<file path="config.mk">
export PLATFORM = sky130hd
export DESIGN_NAME = voice_activity_endpoint_detector
export DESIGN_NICKNAME = d
export VERILOG_FILES = /design/src/rtl/vaed_pkg.sv /design/src/rtl/voice_activity_endpoint_detector.sv /design/src/rtl/vaed_cfg.sv /design/src/rtl/vaed_core.sv
export SDC_FILE = /design/constraint.sdc
export NUM_CORES = 1
export LEC_CHECK = 0
export ABC_AREA = 1
export BUFFER_PORTS_ARGS = -buffer_cell sky130_fd_sc_hd__buf_4
export CAP_MARGIN = 20
export CORE_UTILIZATION = 35
export DETAILED_ROUTE_END_ITERATION = 12
export GPL_ROUTABILITY_DRIVEN = 0
export SLEW_MARGIN = 20
export SYNTH_ARGS = -nofsm -noshare
export SYNTH_HDL_FRONTEND = slang
export SYNTH_SLANG_ARGS = --single-unit
</file>
<file path="constraint.sdc">
create_clock -name clk -period 20.8 [get_ports clk]
set_input_delay 4.16 -clock clk [delete_from_list [all_inputs] [get_ports clk]]
set_output_delay 4.16 -clock clk [all_outputs]
set_load 0.005 [all_outputs]
</file>
<file path="src/rtl/vaed_pkg.sv">
// shared types, constants and helpers of the voice activity endpoint detector
`default_nettype none

package vaed_pkg;

    // samples carried by one frame item
    localparam int FRAME_SAMPLES = 512;

    localparam int CNT_W    = 20;
    localparam int PRE_W    = 16;
    localparam int THR_W    = 17;
    localparam int PROB_W   = 16;
    localparam int OP_W     = 2;
    localparam int CFG_IDX_W  = 3;
    localparam int CFG_DATA_W = 20;

    localparam logic [CNT_W-1:0] FRAME_CNT = CNT_W'(FRAME_SAMPLES);
    localparam logic [PRE_W-1:0] FRAME_PRE = PRE_W'(FRAME_SAMPLES);

    // configuration register indexes
    localparam logic [CFG_IDX_W-1:0] CFG_START_THR   = 3'd0;
    localparam logic [CFG_IDX_W-1:0] CFG_END_THR     = 3'd1;
    localparam logic [CFG_IDX_W-1:0] CFG_LEAD_IN     = 3'd2;
    localparam logic [CFG_IDX_W-1:0] CFG_MIN_VOICED  = 3'd3;
    localparam logic [CFG_IDX_W-1:0] CFG_SILENCE_LIM = 3'd4;
    localparam logic [CFG_IDX_W-1:0] CFG_TRAIL_KEEP  = 3'd5;
    localparam logic [CFG_IDX_W-1:0] CFG_MAX_LEN     = 3'd6;

    typedef enum logic [OP_W-1:0] {
        OP_FRAME      = 2'd0,
        OP_LISTEN_ON  = 2'd1,
        OP_LISTEN_OFF = 2'd2,
        OP_RELEASE    = 2'd3
    } op_t;

    typedef enum logic [2:0] {
        EV_IGNORED      = 3'd0,
        EV_WAITING      = 3'd1,
        EV_STARTED      = 3'd2,
        EV_CONTINUING   = 3'd3,
        EV_DISCARDED    = 3'd4,
        EV_MAX_DONE     = 3'd5,
        EV_SILENCE_DONE = 3'd6,
        EV_CONTROL      = 3'd7
    } event_t;

    typedef struct packed {
        logic [THR_W-1:0] start_threshold;
        logic [THR_W-1:0] end_threshold;
        logic [PRE_W-1:0] lead_in_limit;
        logic [CNT_W-1:0] min_voiced;
        logic [CNT_W-1:0] silence_limit;
        logic [CNT_W-1:0] trailing_keep;
        logic [CNT_W-1:0] max_length;
    } cfg_t;

    typedef struct packed {
        event_t           ev;
        logic             decision;
        logic [CNT_W-1:0] utt_len;
        logic [CNT_W-1:0] trimmed;
        logic             listening;
        logic             latched;
    } result_t;

    // saturating add of two counts
    function automatic logic [CNT_W-1:0] sat_add_cnt(input logic [CNT_W-1:0] a,
                                                     input logic [CNT_W-1:0] b);
        logic [CNT_W:0] sum;
        sum = {1'b0, a} + {1'b0, b};
        return sum[CNT_W] ? {CNT_W{1'b1}} : sum[CNT_W-1:0];
    endfunction

endpackage

`default_nettype wire

</file>
<file path="src/rtl/voice_activity_endpoint_detector.sv">
// top level of the voice activity endpoint detector
//
// frame and control items arrive on the in_valid / in_ready channel: op picks
// a frame, listen on, listen off or latch release, speech_probability rides
// with frames. every item gives exactly one result on the out_valid /
// out_ready channel: event code, speech decision, trimmed utterance length,
// samples trimmed, and the listening and latched modes after the item.
// thresholds and sample limits sit in a bank written over the cfg channel
// (cfg_index, cfg_data), which is always ready; write it only while idle.
// an accepted item lands in an input register, is decided by one pass of
// compare and add logic against the capture state, and the result is held
// in an output register. one item per cycle is sustained while out_ready
// stays high, since the capture state updates in the same edge as the
// result register loads, ready for the next item.
// a receiver stall holds the result register; the input register still
// takes one more item, after which in_ready drops until out_ready returns.
// reset empties both registers, loads the default limits, leaves the block
// not listening and latched, and clears all sample counts.
`default_nettype none

module voice_activity_endpoint_detector (
    input  wire logic                               clk,
    input  wire logic                               rst_n,
    input  wire logic                               in_valid,
    output logic                                    in_ready,
    input  wire logic [vaed_pkg::OP_W-1:0]          op,
    input  wire logic [vaed_pkg::PROB_W-1:0]        speech_probability,
    output logic                                    out_valid,
    input  wire logic                               out_ready,
    output logic [2:0]                              event_res,
    output logic                                    speech_decision,
    output logic [vaed_pkg::CNT_W-1:0]              utterance_samples,
    output logic [vaed_pkg::CNT_W-1:0]              silence_cut,
    output logic                                    listening,
    output logic                                    latched,
    input  wire logic                               cfg_valid,
    output logic                                    cfg_ready,
    input  wire logic [vaed_pkg::CFG_IDX_W-1:0]     cfg_index,
    input  wire logic [vaed_pkg::CFG_DATA_W-1:0]    cfg_data
);

    vaed_pkg::cfg_t    cfg;
    vaed_pkg::result_t res;

    // input register
    logic                          in_vld_reg, in_vld_next;
    logic [vaed_pkg::OP_W-1:0]     op_reg, op_next;
    logic [vaed_pkg::PROB_W-1:0]   prob_reg, prob_next;

    // result register
    logic                          out_vld_reg, out_vld_next;
    vaed_pkg::result_t             res_reg, res_next;

    logic advance;
    logic fire;

    // result register frees up when empty or when its transfer completes
    assign advance  = !out_vld_reg || out_ready;
    assign fire     = advance && in_vld_reg;
    assign in_ready = !in_vld_reg || advance;

    always_comb
    begin
        in_vld_next = in_vld_reg;
        op_next     = op_reg;
        prob_next   = prob_reg;
        if (in_ready)
        begin
            in_vld_next = in_valid;
            op_next     = op;
            prob_next   = speech_probability;
        end
    end

    always_comb
    begin
        out_vld_next = out_vld_reg;
        res_next     = res_reg;
        if (advance)
        begin
            out_vld_next = in_vld_reg;
        end
        if (fire)
        begin
            res_next = res;
        end
    end

    always_ff @(posedge clk or negedge rst_n)
    begin
        if (!rst_n)
        begin
            in_vld_reg  <= 1'b0;
            out_vld_reg <= 1'b0;
        end
        else
        begin
            in_vld_reg  <= in_vld_next;
            out_vld_reg <= out_vld_next;
        end
    end

    // payload registers carry no reset
    always_ff @(posedge clk)
    begin
        op_reg   <= op_next;
        prob_reg <= prob_next;
        res_reg  <= res_next;
    end

    vaed_cfg u_cfg (
        .clk       (clk),
        .rst_n     (rst_n),
        .cfg_valid (cfg_valid),
        .cfg_ready (cfg_ready),
        .cfg_index (cfg_index),
        .cfg_data  (cfg_data),
        .cfg       (cfg)
    );

    vaed_core u_core (
        .clk   (clk),
        .rst_n (rst_n),
        .fire  (fire),
        .op    (op_reg),
        .prob  (prob_reg),
        .cfg   (cfg),
        .res   (res)
    );

    assign out_valid         = out_vld_reg;
    assign event_res         = res_reg.ev;
    assign speech_decision   = res_reg.decision;
    assign utterance_samples = res_reg.utt_len;
    assign silence_cut       = res_reg.trimmed;
    assign listening         = res_reg.listening;
    assign latched           = res_reg.latched;

endmodule

`default_nettype wire

</file>
<file path="src/rtl/vaed_cfg.sv">
// configuration register bank of the endpoint detector
`default_nettype none

module vaed_cfg (
    input  wire logic                             clk,
    input  wire logic                             rst_n,
    input  wire logic                             cfg_valid,
    output logic                                  cfg_ready,
    input  wire logic [vaed_pkg::CFG_IDX_W-1:0]   cfg_index,
    input  wire logic [vaed_pkg::CFG_DATA_W-1:0]  cfg_data,
    output vaed_pkg::cfg_t                        cfg
);

    vaed_pkg::cfg_t cfg_reg;
    vaed_pkg::cfg_t cfg_next;

    assign cfg_ready = 1'b1;
    assign cfg       = cfg_reg;

    always_comb
    begin
        cfg_next = cfg_reg;
        if (cfg_valid)
        begin
            case (cfg_index)
                vaed_pkg::CFG_START_THR:
                    cfg_next.start_threshold = cfg_data[vaed_pkg::THR_W-1:0];
                vaed_pkg::CFG_END_THR:
                    cfg_next.end_threshold = cfg_data[vaed_pkg::THR_W-1:0];
                vaed_pkg::CFG_LEAD_IN:
                    cfg_next.lead_in_limit = cfg_data[vaed_pkg::PRE_W-1:0];
                vaed_pkg::CFG_MIN_VOICED:
                    cfg_next.min_voiced = cfg_data[vaed_pkg::CNT_W-1:0];
                vaed_pkg::CFG_SILENCE_LIM:
                    cfg_next.silence_limit = cfg_data[vaed_pkg::CNT_W-1:0];
                vaed_pkg::CFG_TRAIL_KEEP:
                    cfg_next.trailing_keep = cfg_data[vaed_pkg::CNT_W-1:0];
                vaed_pkg::CFG_MAX_LEN:
                    cfg_next.max_length = cfg_data[vaed_pkg::CNT_W-1:0];
                default:
                    cfg_next = cfg_reg;
            endcase
        end
    end

    always_ff @(posedge clk or negedge rst_n)
    begin
        if (!rst_n)
        begin
            cfg_reg.start_threshold <= 17'd39322;
            cfg_reg.end_threshold   <= 17'd22938;
            cfg_reg.lead_in_limit   <= 16'd4800;
            cfg_reg.min_voiced      <= 20'd2560;
            cfg_reg.silence_limit   <= 20'd16000;
            cfg_reg.trailing_keep   <= 20'd2400;
            cfg_reg.max_length      <= 20'd480000;
        end
        else
        begin
            cfg_reg <= cfg_next;
        end
    end

endmodule

`default_nettype wire

</file>
<file path="src/rtl/vaed_core.sv">
// capture state and per-item endpoint decision logic
`default_nettype none

module vaed_core (
    input  wire logic                           clk,
    input  wire logic                           rst_n,
    input  wire logic                           fire,
    input  wire logic [vaed_pkg::OP_W-1:0]      op,
    input  wire logic [vaed_pkg::PROB_W-1:0]    prob,
    input  wire vaed_pkg::cfg_t                 cfg,
    output vaed_pkg::result_t                   res
);

    localparam int CW = vaed_pkg::CNT_W;
    localparam int PW = vaed_pkg::PRE_W;

    logic          listen_reg, listen_next;
    logic          latch_reg, latch_next;
    logic          speech_reg, speech_next;
    logic [PW-1:0] pre_reg, pre_next;
    logic [CW-1:0] buf_reg, buf_next;
    logic [CW-1:0] voiced_reg, voiced_next;
    logic [CW-1:0] silent_reg, silent_next;

    logic [vaed_pkg::THR_W-1:0] thr;
    logic                       dec;
    logic [PW:0]                pre_sum;
    logic [PW-1:0]              pre_sat;
    logic [CW-1:0]              pre_ext;
    logic [CW-1:0]              buf_inc;
    logic [CW-1:0]              voiced_inc;
    logic [CW-1:0]              silent_inc;
    logic [CW-1:0]              voiced_after;
    logic [CW-1:0]              excess;
    logic [CW-1:0]              trim;
    logic                       max_hit;
    logic                       sil_hit;

    // datapath pieces shared by the control cases
    always_comb
    begin
        thr        = speech_reg ? cfg.end_threshold : cfg.start_threshold;
        dec        = {1'b0, prob} >= thr;
        pre_sum    = {1'b0, pre_reg} + {1'b0, vaed_pkg::FRAME_PRE};
        pre_sat    = pre_sum[PW] ? {PW{1'b1}} : pre_sum[PW-1:0];
        pre_ext    = {{(CW-PW){1'b0}}, pre_reg};
        buf_inc    = vaed_pkg::sat_add_cnt(buf_reg, vaed_pkg::FRAME_CNT);
        voiced_inc = vaed_pkg::sat_add_cnt(voiced_reg, vaed_pkg::FRAME_CNT);
        silent_inc = vaed_pkg::sat_add_cnt(silent_reg, vaed_pkg::FRAME_CNT);
        voiced_after = dec ? voiced_inc : voiced_reg;
        max_hit    = buf_inc >= cfg.max_length;
        sil_hit    = !dec && (silent_inc >= cfg.silence_limit);
        // trailing silence beyond the kept amount, capped at the buffer
        excess     = (silent_inc > cfg.trailing_keep) ? silent_inc - cfg.trailing_keep : '0;
        trim       = (excess > buf_inc) ? buf_inc : excess;
    end

    always_comb
    begin
        listen_next = listen_reg;
        latch_next  = latch_reg;
        speech_next = speech_reg;
        pre_next    = pre_reg;
        buf_next    = buf_reg;
        voiced_next = voiced_reg;
        silent_next = silent_reg;
        res.ev       = vaed_pkg::EV_CONTROL;
        res.decision = 1'b0;
        res.utt_len  = '0;
        res.trimmed  = '0;

        case (vaed_pkg::op_t'(op))
            vaed_pkg::OP_LISTEN_ON:
            begin
                if (!listen_reg)
                begin
                    listen_next = 1'b1;
                    latch_next  = 1'b0;
                    speech_next = 1'b0;
                    pre_next    = '0;
                    buf_next    = '0;
                    voiced_next = '0;
                    silent_next = '0;
                end
            end
            vaed_pkg::OP_LISTEN_OFF:
            begin
                listen_next = 1'b0;
                latch_next  = 1'b1;
                speech_next = 1'b0;
                pre_next    = '0;
                buf_next    = '0;
                voiced_next = '0;
                silent_next = '0;
            end
            vaed_pkg::OP_RELEASE:
            begin
                if (listen_reg)
                    latch_next = 1'b0;
            end
            vaed_pkg::OP_FRAME:
            begin
                if (!listen_reg || latch_reg)
                begin
                    res.ev = vaed_pkg::EV_IGNORED;
                end
                else if (!speech_reg)
                begin
                    res.decision = dec;
                    if (!dec)
                    begin
                        pre_next = (pre_sat > cfg.lead_in_limit) ? cfg.lead_in_limit
                                                                 : pre_sat;
                        res.ev   = vaed_pkg::EV_WAITING;
                    end
                    else
                    begin
                        speech_next = 1'b1;
                        buf_next    = vaed_pkg::sat_add_cnt(pre_ext, vaed_pkg::FRAME_CNT);
                        voiced_next = vaed_pkg::FRAME_CNT;
                        silent_next = '0;
                        res.ev      = vaed_pkg::EV_STARTED;
                    end
                end
                else
                begin
                    res.decision = dec;
                    buf_next     = buf_inc;
                    voiced_next  = voiced_after;
                    silent_next  = dec ? '0 : silent_inc;
                    if (max_hit || sil_hit)
                    begin
                        speech_next = 1'b0;
                        pre_next    = '0;
                        buf_next    = '0;
                        voiced_next = '0;
                        silent_next = '0;
                        if (voiced_after < cfg.min_voiced)
                        begin
                            res.ev = vaed_pkg::EV_DISCARDED;
                        end
                        else if (max_hit)
                        begin
                            latch_next  = 1'b1;
                            res.ev      = vaed_pkg::EV_MAX_DONE;
                            res.utt_len = buf_inc;
                        end
                        else
                        begin
                            latch_next  = 1'b1;
                            res.ev      = vaed_pkg::EV_SILENCE_DONE;
                            res.utt_len = buf_inc - trim;
                            res.trimmed = trim;
                        end
                    end
                    else
                    begin
                        res.ev = vaed_pkg::EV_CONTINUING;
                    end
                end
            end
            default:
            begin
                res.ev = vaed_pkg::EV_CONTROL;
            end
        endcase

        res.listening = listen_next;
        res.latched   = latch_next;
    end

    always_ff @(posedge clk or negedge rst_n)
    begin
        if (!rst_n)
        begin
            listen_reg <= 1'b0;
            latch_reg  <= 1'b1;
            speech_reg <= 1'b0;
            pre_reg    <= '0;
            buf_reg    <= '0;
            voiced_reg <= '0;
            silent_reg <= '0;
        end
        else if (fire)
        begin
            listen_reg <= listen_next;
            latch_reg  <= latch_next;
            speech_reg <= speech_next;
            pre_reg    <= pre_next;
            buf_reg    <= buf_next;
            voiced_reg <= voiced_next;
            silent_reg <= silent_next;
        end
    end

endmodule

`default_nettype wire

</file>
## Yosys cells after proc, flatten, opt, wreduce, memory -nomap -nowiden

Cells that the tools add are included.

- Bits in registers: 275
- Bits of input ports: 46
- Word-level logic and storage cells: 135

- $add $sub $neg: 7
- Magnitude comparators: 7
- Equal/unequal tests: 14
- Muxes and demuxes: 54
- Bitwise operators: 3
- Reductions and logical operators: 26

Operators with widths:

| kind | count |
|---|---|
| 20-bit two-way mux | 22 |
| 20-bit one-hot mux with 3 select lines | 3 |
| 16-bit two-way mux | 7 |
| 20-bit by 10-bit adder with 21-bit output (second input constant) | 3 |
| 16-bit one-hot mux with 3 select lines | 1 |
| 20-bit >= comparator | 2 |
| 20-bit > comparator | 2 |
| 20-bit subtractor | 2 |
| 16-bit by 10-bit adder with 17-bit output (second input constant) | 2 |
| 20-bit less-than comparator | 1 |
| 16-bit by 17-bit >= comparator with 1-bit output | 1 |
| 17-bit two-way mux | 1 |
| 16-bit > comparator | 1 |
| 2-bit AND reduction | 7 |
| 1-bit two-way mux | 11 |
| 3-bit == test (second input constant) | 3 |
| 3-bit two-way mux | 3 |
| 3-bit by 2-bit == test with 1-bit output (second input constant) | 2 |
| 6-bit AND reduction | 1 |
| 6-bit OR reduction | 1 |
| 5-bit AND reduction | 1 |
| 5-bit OR reduction | 1 |
| 2-bit == test (second input constant) | 2 |
| 1-bit logical NOT | 4 |
| other kinds (19) | 27 |

## Longest topological paths before layout

Gate-level depths: netlist of the first run.

- Depth after elaboration: 9
- Gate-level depth with buffers: 55

## Modules after synthesis

Synthesis of the first run repeated with hierarchy kept, for this count alone.

- Cells, all modules: 2173
- Area, all modules: 17473.0 um^2

Modules (own cells, without submodules):

| module | times used | cells each | area an instance (um^2) | sequential area each (um^2) |
|---|---|---|---|---|
| vaed_core | 1 | 1522 | 10309.9 | 1978.1 |
| vaed_cfg | 1 | 577 | 5153.7 | 3301.9 |
| voice_activity_endpoint_detector | 1 | 74 | 2009.4 | 1971.9 |

## Worst setup path before layout of the first run

OpenSTA, ideal clock, no wires.

- Path kind: in2out
- From: input out_ready
- To: output in_ready
- Data arrival time: 4.689 ns
- Data required time: 16.640 ns
- Slack: 11.951 ns
- Stages: 2
- Path buffers: 0
- Cell sequence: inv_1 nand3_1

- Cells in the longest elaborated chain, start to end: 2

Ends and longest elaborated chain:

| item | line | text |
|---|---|---|
| start, declared | voice_activity_endpoint_detector.sv:29 | `input wire logic out_ready,` |
| 1-bit logical OR | voice_activity_endpoint_detector.sv:58 | `assign advance = !out_vld_reg \|\| out_ready;` |
| 1-bit logical OR | voice_activity_endpoint_detector.sv:60 | `assign in_ready = !in_vld_reg \|\| advance;` |
| end, declared | voice_activity_endpoint_detector.sv:25 | `output logic in_ready,` |

Every way passes these cells.

## Worst setup path after layout of the first run

Same ends and word-level chain as after synthesis.

==> impl_metrics.py, run 1 <==
metrics = {
    "outcome": {
        "status": "finished clean",
    },
    "sta": {
        "setup_ws_ps": 11790,
        "fmax_mhz": 111,
        "fin_crit_sh": 0.433,
        "rsz0062_at_grt": "no",
        "worst_pin_slew_ps": 1030,
        "setup_violations": 0,
        "slew-limit-headroom": 0.312,
        "hold_viol": 0,
        "setup-tns-final_ps": 0,
        "finalMaxSlewViolations": 0,
        "period_minus_slack_ps": 9010,
        "finClkSkew_ps": 19.8,
        "whs_ps": 482,
    },
    "global_route": {
        "antenna_found_initial": 0,
        "grt_max_degree": 78,
        "grt_pass1_wl_um": 72500,
        "grtUsageTotal": 0.185,
        "grt_pass1_vias": 13500,
        "grt_overflow_total": 0,
    },
    "cts": {
        "clkTransAtPathRegs_ps": 60,
        "clock_latency_ps": 560,
        "cts_hold_buf": 0,
        "post_cts_buffers": 0,
        "cts.sinks": 275,
        "cts_made_buffers": 35,
        "cts_root_buf": "clkbuf_16",
        "cts_resized": 0,
        "cts_tree": "done",
        "htree_levels": 2,
        "cts_max_path_buffers": 3,
    },
    "min_path": {
        "hold_start": "u_cfg.cfg[66]",
        "hp-class": "flop to flop",
    },
    "routing": {
        "routedWlPerCell_um": 16.3,
        "first_iter_violations": 1069,
        "via_per_inst": 5.03,
        "first_pass_iters": 5,
        "dr_total_vias": 14000,
        "drc": 0,
        "wirelength_um": 45200,
        "antenna_left": 0,
    },
    "floorplanning": {
        "initial_core_util": 0.355,
        "die_area_um2": 49200,
        "chipWidth_um": 222,
        "core_um2": 47600,
        "die_y_um": 222,
        "rows": 80,
        "num_io_pins": 95,
    },
    "synthesis": {
        "ys_warn_count": 0,
        "synthFlopType": "dfrtp_1",
        "synth_cell_types": 58,
        "async_flop_share": 0.767,
        "synthCells": 2064,
        "synth_area_um2": 16900,
        "synth.net_count": 2270,
        "synth_seq_area_share": 0.429,
        "ys_seq_elements": 275,
        "synth.avg_cell_area_um2": 8.19,
        "synth_edf_count": 64,
    },
    "finish": {
        "final_layout_size_suffix_gt1_frac": 0.113,
        "layout.cells.non_filler": 2779,
        "final_cell_area_um2": 19300,
        "finalNetCount": 2342,
        "syn2layout_area_growth_pct": 14.3,
        "post-route-util": 0.406,
        "fillCellCount": 4836,
        "largest_reg_flops": 130,
    },
    "power": {
        "leakagePower_nw": 9.47,
        "peakVddDrop_v": 0.0000680,
        "total_power_mw": 2.36,
        "power.density_nw_per_um2": 122,
    },
    "critical_path": {
        "crit_path_max_fanout": 20,
        "cp-end-kind": "output pin",
        "critPathLaunchType": "input pin",
        "reg2reg_from": "u_core.silent_reg[12]",
        "critical_path_class": "input pin to output pin",
        "critPathLaunch": "out_ready",
        "cp.arrival_ps": 4850,
        "worstPathRequired_ps": 16640,
    },
    "place": {
        "portBuffers": 93,
        "pre_cts_ws_ps": 11760,
        "dp.cells": 2713,
        "post-dp-hpwl_um": 33300,
        "place_area_um2": 18100,
    },
    "job": {
        "maxCapViolCount": 0,
    },
}
[cell usage after synthesis (4+ instances only)]
cell,count,share of area
nand2_1,431,0.096
inv_1,333,0.074
o21ai_0,243,0.072
dfrtp_1,171,0.25
ha_1,158,0.12
a21oi_1,129,0.038
nor2_1,105,0.023
edfxtp_1,64,0.11
nand3_1,53,0.016
clkbuf_1,46,0.010
dfstp_2,40,0.062
o22ai_1,37,0.014
nor3_1,29,0.0086
xor2_1,29,0.015
nand4_1,23,0.0085
nor2_2,22,0.0081
o2111ai_1,17,0.0088
xnor2_1,17,0.0088
mux2i_1,15,0.0089
a211oi_1,13,0.0058
buf_2,11,0.0033
nor4_1,7,0.0026
nand2_2,6,0.0022
o211ai_1,6,0.0027
o21bai_1,5,0.0022
buf_4,4,0.0018
[final timing paths]
kind	end	slack, ps	cells after the start
worst min-delay path	u_cfg.cfg[66]	480	2
min in group asynchronous	u_core.listen_reg	3590	1
worst max-delay path	in_ready	11790	5
worst min register to register	u_cfg.cfg[66]	480	2
worst max register to register	utterance_samples[14]	12100	50
max in group asynchronous	u_cfg.cfg[119]	15780	2
[report_power, final]
group	internal, mW	total, mW	switching, mW	leakage (nW)
Combinational	0.385	1.07	0.681	5.59
Clock	0.356	0.608	0.252	0.562
Sequential	0.642	0.683	0.0411	3.31
[cell usage in the layout (no fill, tap or decap), drive strengths merged, types with 40 or more instances in the layout]
| cell type | count |
|---|---|
| nand3 | 55 |
| edfxtp | 64 |
| dfstp | 40 |
| ha | 158 |
| dfrtp | 171 |
| nand2 | 438 |
| a21oi | 129 |
| nor2 | 127 |
| clkbuf | 47 |
| o21ai | 246 |
| inv | 341 |
| buf | 99 |
[critical path: stages]
cell     delay, ps
buf_4           80
inv_1           40
nand3_1         60
buf_4          310
buf_4          180
[cell type report]
type                    count  area (um2)  share of cell area
well taps                 615         769              0.0398
clock buffers              46         957              0.0495
flip-flops and latches    275        7250               0.375
inverters                 340        1280              0.0662
multi-input cells        1384        8100               0.419
clock inverters            18         190             0.00984
repair buffers            100         772              0.0400
diodes                      1        2.50            0.000130
[kinds of logic after synthesis]
family	after synthesis	share of synthesized area
compound gates	473	0.154
simple gates	689	0.172
other cells	1	0.000222
fa+ha+maj	160	0.119
flops	275	0.429
xor+xnor	46	0.0238
mux	15	0.00888
buf+inv	405	0.0928
[layer usage]
| layer | wire (um) | global-route usage | vias up |
|---|---|---|---|
| li1 | - | - | 7003 |
| met5 | 0 | 0 | - |
| met3 | 2270 | 0.0273 | 67 |
| met4 | 1080 | 0.0580 | 0 |
| met2 | 20200 | 0.297 | 361 |
| met1 | 21600 | 0.258 | 6551 |
(Power assumes the default switching activity.)
==> run 2: changes to the inputs <==
- clock period: 20.8 -> 8.7 ns (I/O delays scaled with it)
==> run 2 against run 1 <==
  * Design area fell by 0.14%
  * Non-clock buffer count up 4
  * Register-to-register slack got worse by 11000 ps
  * Die area did not move
  * Worst setup slack got worse by 11000 ps
  * Global-route usage down 0.26 points
  * Clock power up 130%
  * Critical path type is now flop to flop
  * Critical endpoint is now utterance_samples[17]
  * Largest cell class unchanged
  * Highest routed layer unchanged
==> impl_metrics.py, run 2 (synthesis results as in run 1) <==
metrics = {
    "finish": {
        "layout_commonest_cell": "nand2_1",
        "syn2layout_area_growth_pct": 14.1,
        "layout_common_cells": "nand2_1, inv_1, o21ai_0",
        "final_layout_size_suffix_gt1_frac": 0.115,
        "fillCellCount": 4883,
        "antenna_cells": 0,
        "final_cell_area_um2": 19300,
        "largest_reg_flops": 130,
        "finalNetCount": 2343,
    },
    "sta": {
        "worst_pin_slew_ps": 1020,
        "hold_viol": 0,
        "slew-limit-headroom": 0.319,
        "finClkSkew_ps": 17.5,
        "period_minus_slack_ps": 7700,
        "fin_crit_sh": 0.885,
        "rsz0062_at_grt": "no",
        "setup-tns-final_ps": 0,
        "setup_ws_ps": 999,
        "fmax_mhz": 130,
        "finalMaxSlewViolations": 0,
        "setup_violations": 0,
    },
    "global_route": {
        "grt_max_degree": 92,
        "grt_overflow_total": 0,
        "grtUsageTotal": 0.183,
        "grt_pass1_vias": 13300,
        "grt_pass1_wl_um": 71800,
        "antenna_found_initial": 0,
    },
    "routing": {
        "wl_met2_um": 20300,
        "first_iter_violations": 1330,
        "antenna_left": 0,
        "top_layer": "met4",
        "routedWlPerCell_um": 16.3,
        "dr_total_vias": 14100,
        "wirelength_um": 45300,
        "drc": 0,
        "wl_met3_um": 2380,
        "first_pass_iters": 5,
        "via_per_inst": 5.08,
        "wirelength_met1_um": 21300,
    },
    "critical_path": {
        "cp-end-kind": "flop",
        "slowest_delay_ps": 410,
        "reg2reg_from": "u_core.silent_reg[11]",
        "cp_slowest_cell": "dfrtp_1",
        "cp.arrival_ps": 8110,
        "r2r_setup_slack_ps": 1000,
        "reg2reg_depth": 46,
        "r2r-end": "utterance_samples[17]",
        "crit_path_max_fanout": 28,
        "worstPathRequired_ps": 9110,
        "critPathMostFrequentCell": "nand2_1",
        "critical_path_class": "flop to flop",
        "critPathLaunchType": "flop",
    },
    "cts": {
        "clkTransAtPathRegs_ps": 70,
        "cts_made_buffers": 31,
        "htree_levels": 1,
        "clock_latency_ps": 600,
        "cts_root_buf": "clkbuf_16",
        "cts_max_path_buffers": 3,
        "cts.sinks": 275,
        "cts_tree": "done",
    },
    "floorplanning": {
        "die_y_um": 222,
        "die_area_um2": 49200,
        "initial_core_util": 0.355,
        "chipWidth_um": 222,
        "rows": 80,
        "core_um2": 47600,
        "num_io_pins": 95,
    },
    "power": {
        "power_frac_seq": 0.294,
        "power.internal_mw": 3.28,
        "switching_share": 0.409,
        "peakVddDrop_v": 0.000180,
        "leakagePower_nw": 9.45,
        "power.density_nw_per_um2": 288,
        "pwr-share-clk": 0.247,
        "pwr-share-comb": 0.459,
        "netSwitchingPower_mw": 2.28,
    },
    "job": {
        "maxCapViolCount": 0,
    },
    "min_path": {
        "hold_start": "u_cfg.cfg[54]",
        "hp-class": "flop to flop",
        "hold_path_end": "u_cfg.cfg[54]",
        "hold_depth": 2,
    },
    "outcome": {
        "status": "finished clean",
    },
    "place": {
        "place_area_um2": 18100,
        "pre_cts_ws_ps": 631,
        "portBuffers": 93,
        "post-dp-hpwl_um": 33700,
    },
}
## run 2: changes by cell type in the layout (fill, tap and decap cells not counted), sizes merged
cell / before / now
clkbuf: 47 / 42
clkinv: 13 / 10
bufinv: 2 / 4
diode: 1 / 0
clkinvlp: 2 / 4
buf: 99 / 103
inv: 341 / 339
## run 2: stage by stage
step / util / instances / hold slack, ps / power [mW]
6_report: 0.405 / 2776 / 484 / 5.56
5_1_grt: 0.405 / 2776 / 498 / 6.02
4_1_cts: 0.403 / 2771 / 488 / 5.57
3_5_place_dp: 0.381 / 2714 / 473 / 4.17
3_3_place_gp: 0.381 / 2714 / 465 / 4.11
2_1_floorplan: - / 2064 / 452 / 3.57
## run 2: how the worst max path moves through the flow
stage                               start                     to  slack [ps]  cells after the start
global route        u_core.silent_reg[12]  utterance_samples[14]          40                     51
global placement    u_core.silent_reg[11]  utterance_samples[17]         890                     46
floorplan           u_core.silent_reg[11]  utterance_samples[14]        1890                     52
CTS                 u_core.silent_reg[11]  utterance_samples[14]         590                     51
finish              u_core.silent_reg[11]  utterance_samples[17]        1000                     46
detailed placement  u_core.silent_reg[11]  utterance_samples[14]         630                     51
## run 2: power groups by stage
stage               Clock (mW)  Sequential, mW  Combinational (mW)
global placement             0            1.65                2.46
detailed placement           0            1.65                2.51
finish                    1.38            1.63                2.55
global route              1.46            1.65                2.91
CTS                       1.41            1.63                2.53
floorplan                    0            1.63                1.94
## run 2: per-layer routing
metal  track usage  vias to the layer above
met2         0.290                      384
met3        0.0240                       79
met1         0.259                     6634
li1              -                     6999
met5             0                        -
met4        0.0558                        0
## run 2: layout make-up
class                           count  area, um2  area share
Sequential cell                   275       7250       0.376
Tap cell                          615        769      0.0399
Timing Repair Buffer              104        787      0.0408
Clock inverter                     16        205      0.0106
Multi-Input combinational cell   1384       8120       0.421
Clock buffer                       41        875      0.0453
Inverter                          340       1280      0.0665
Timing Repair inverter              1       5.00    0.000259
## run 2: timing repair
item | in CTS | in global routing
setup endpoints to repair | 0 | 11
hold buffers | 0 | 0
setup buffers | 0 | 4
gates resized for setup | 0 | 7
## run 2: worst max-delay path, delay by kind of cell, from the launching register on
| family | cells | cell delay, ps |
|---|---|---|
| compound gates | 9 | 1730 |
| xor+xnor | 1 | 140 |
| fa+ha+maj | 4 | 1240 |
| buf+inv | 9 | 1160 |
| flops | 1 | 410 |
| simple gates | 23 | 2820 |
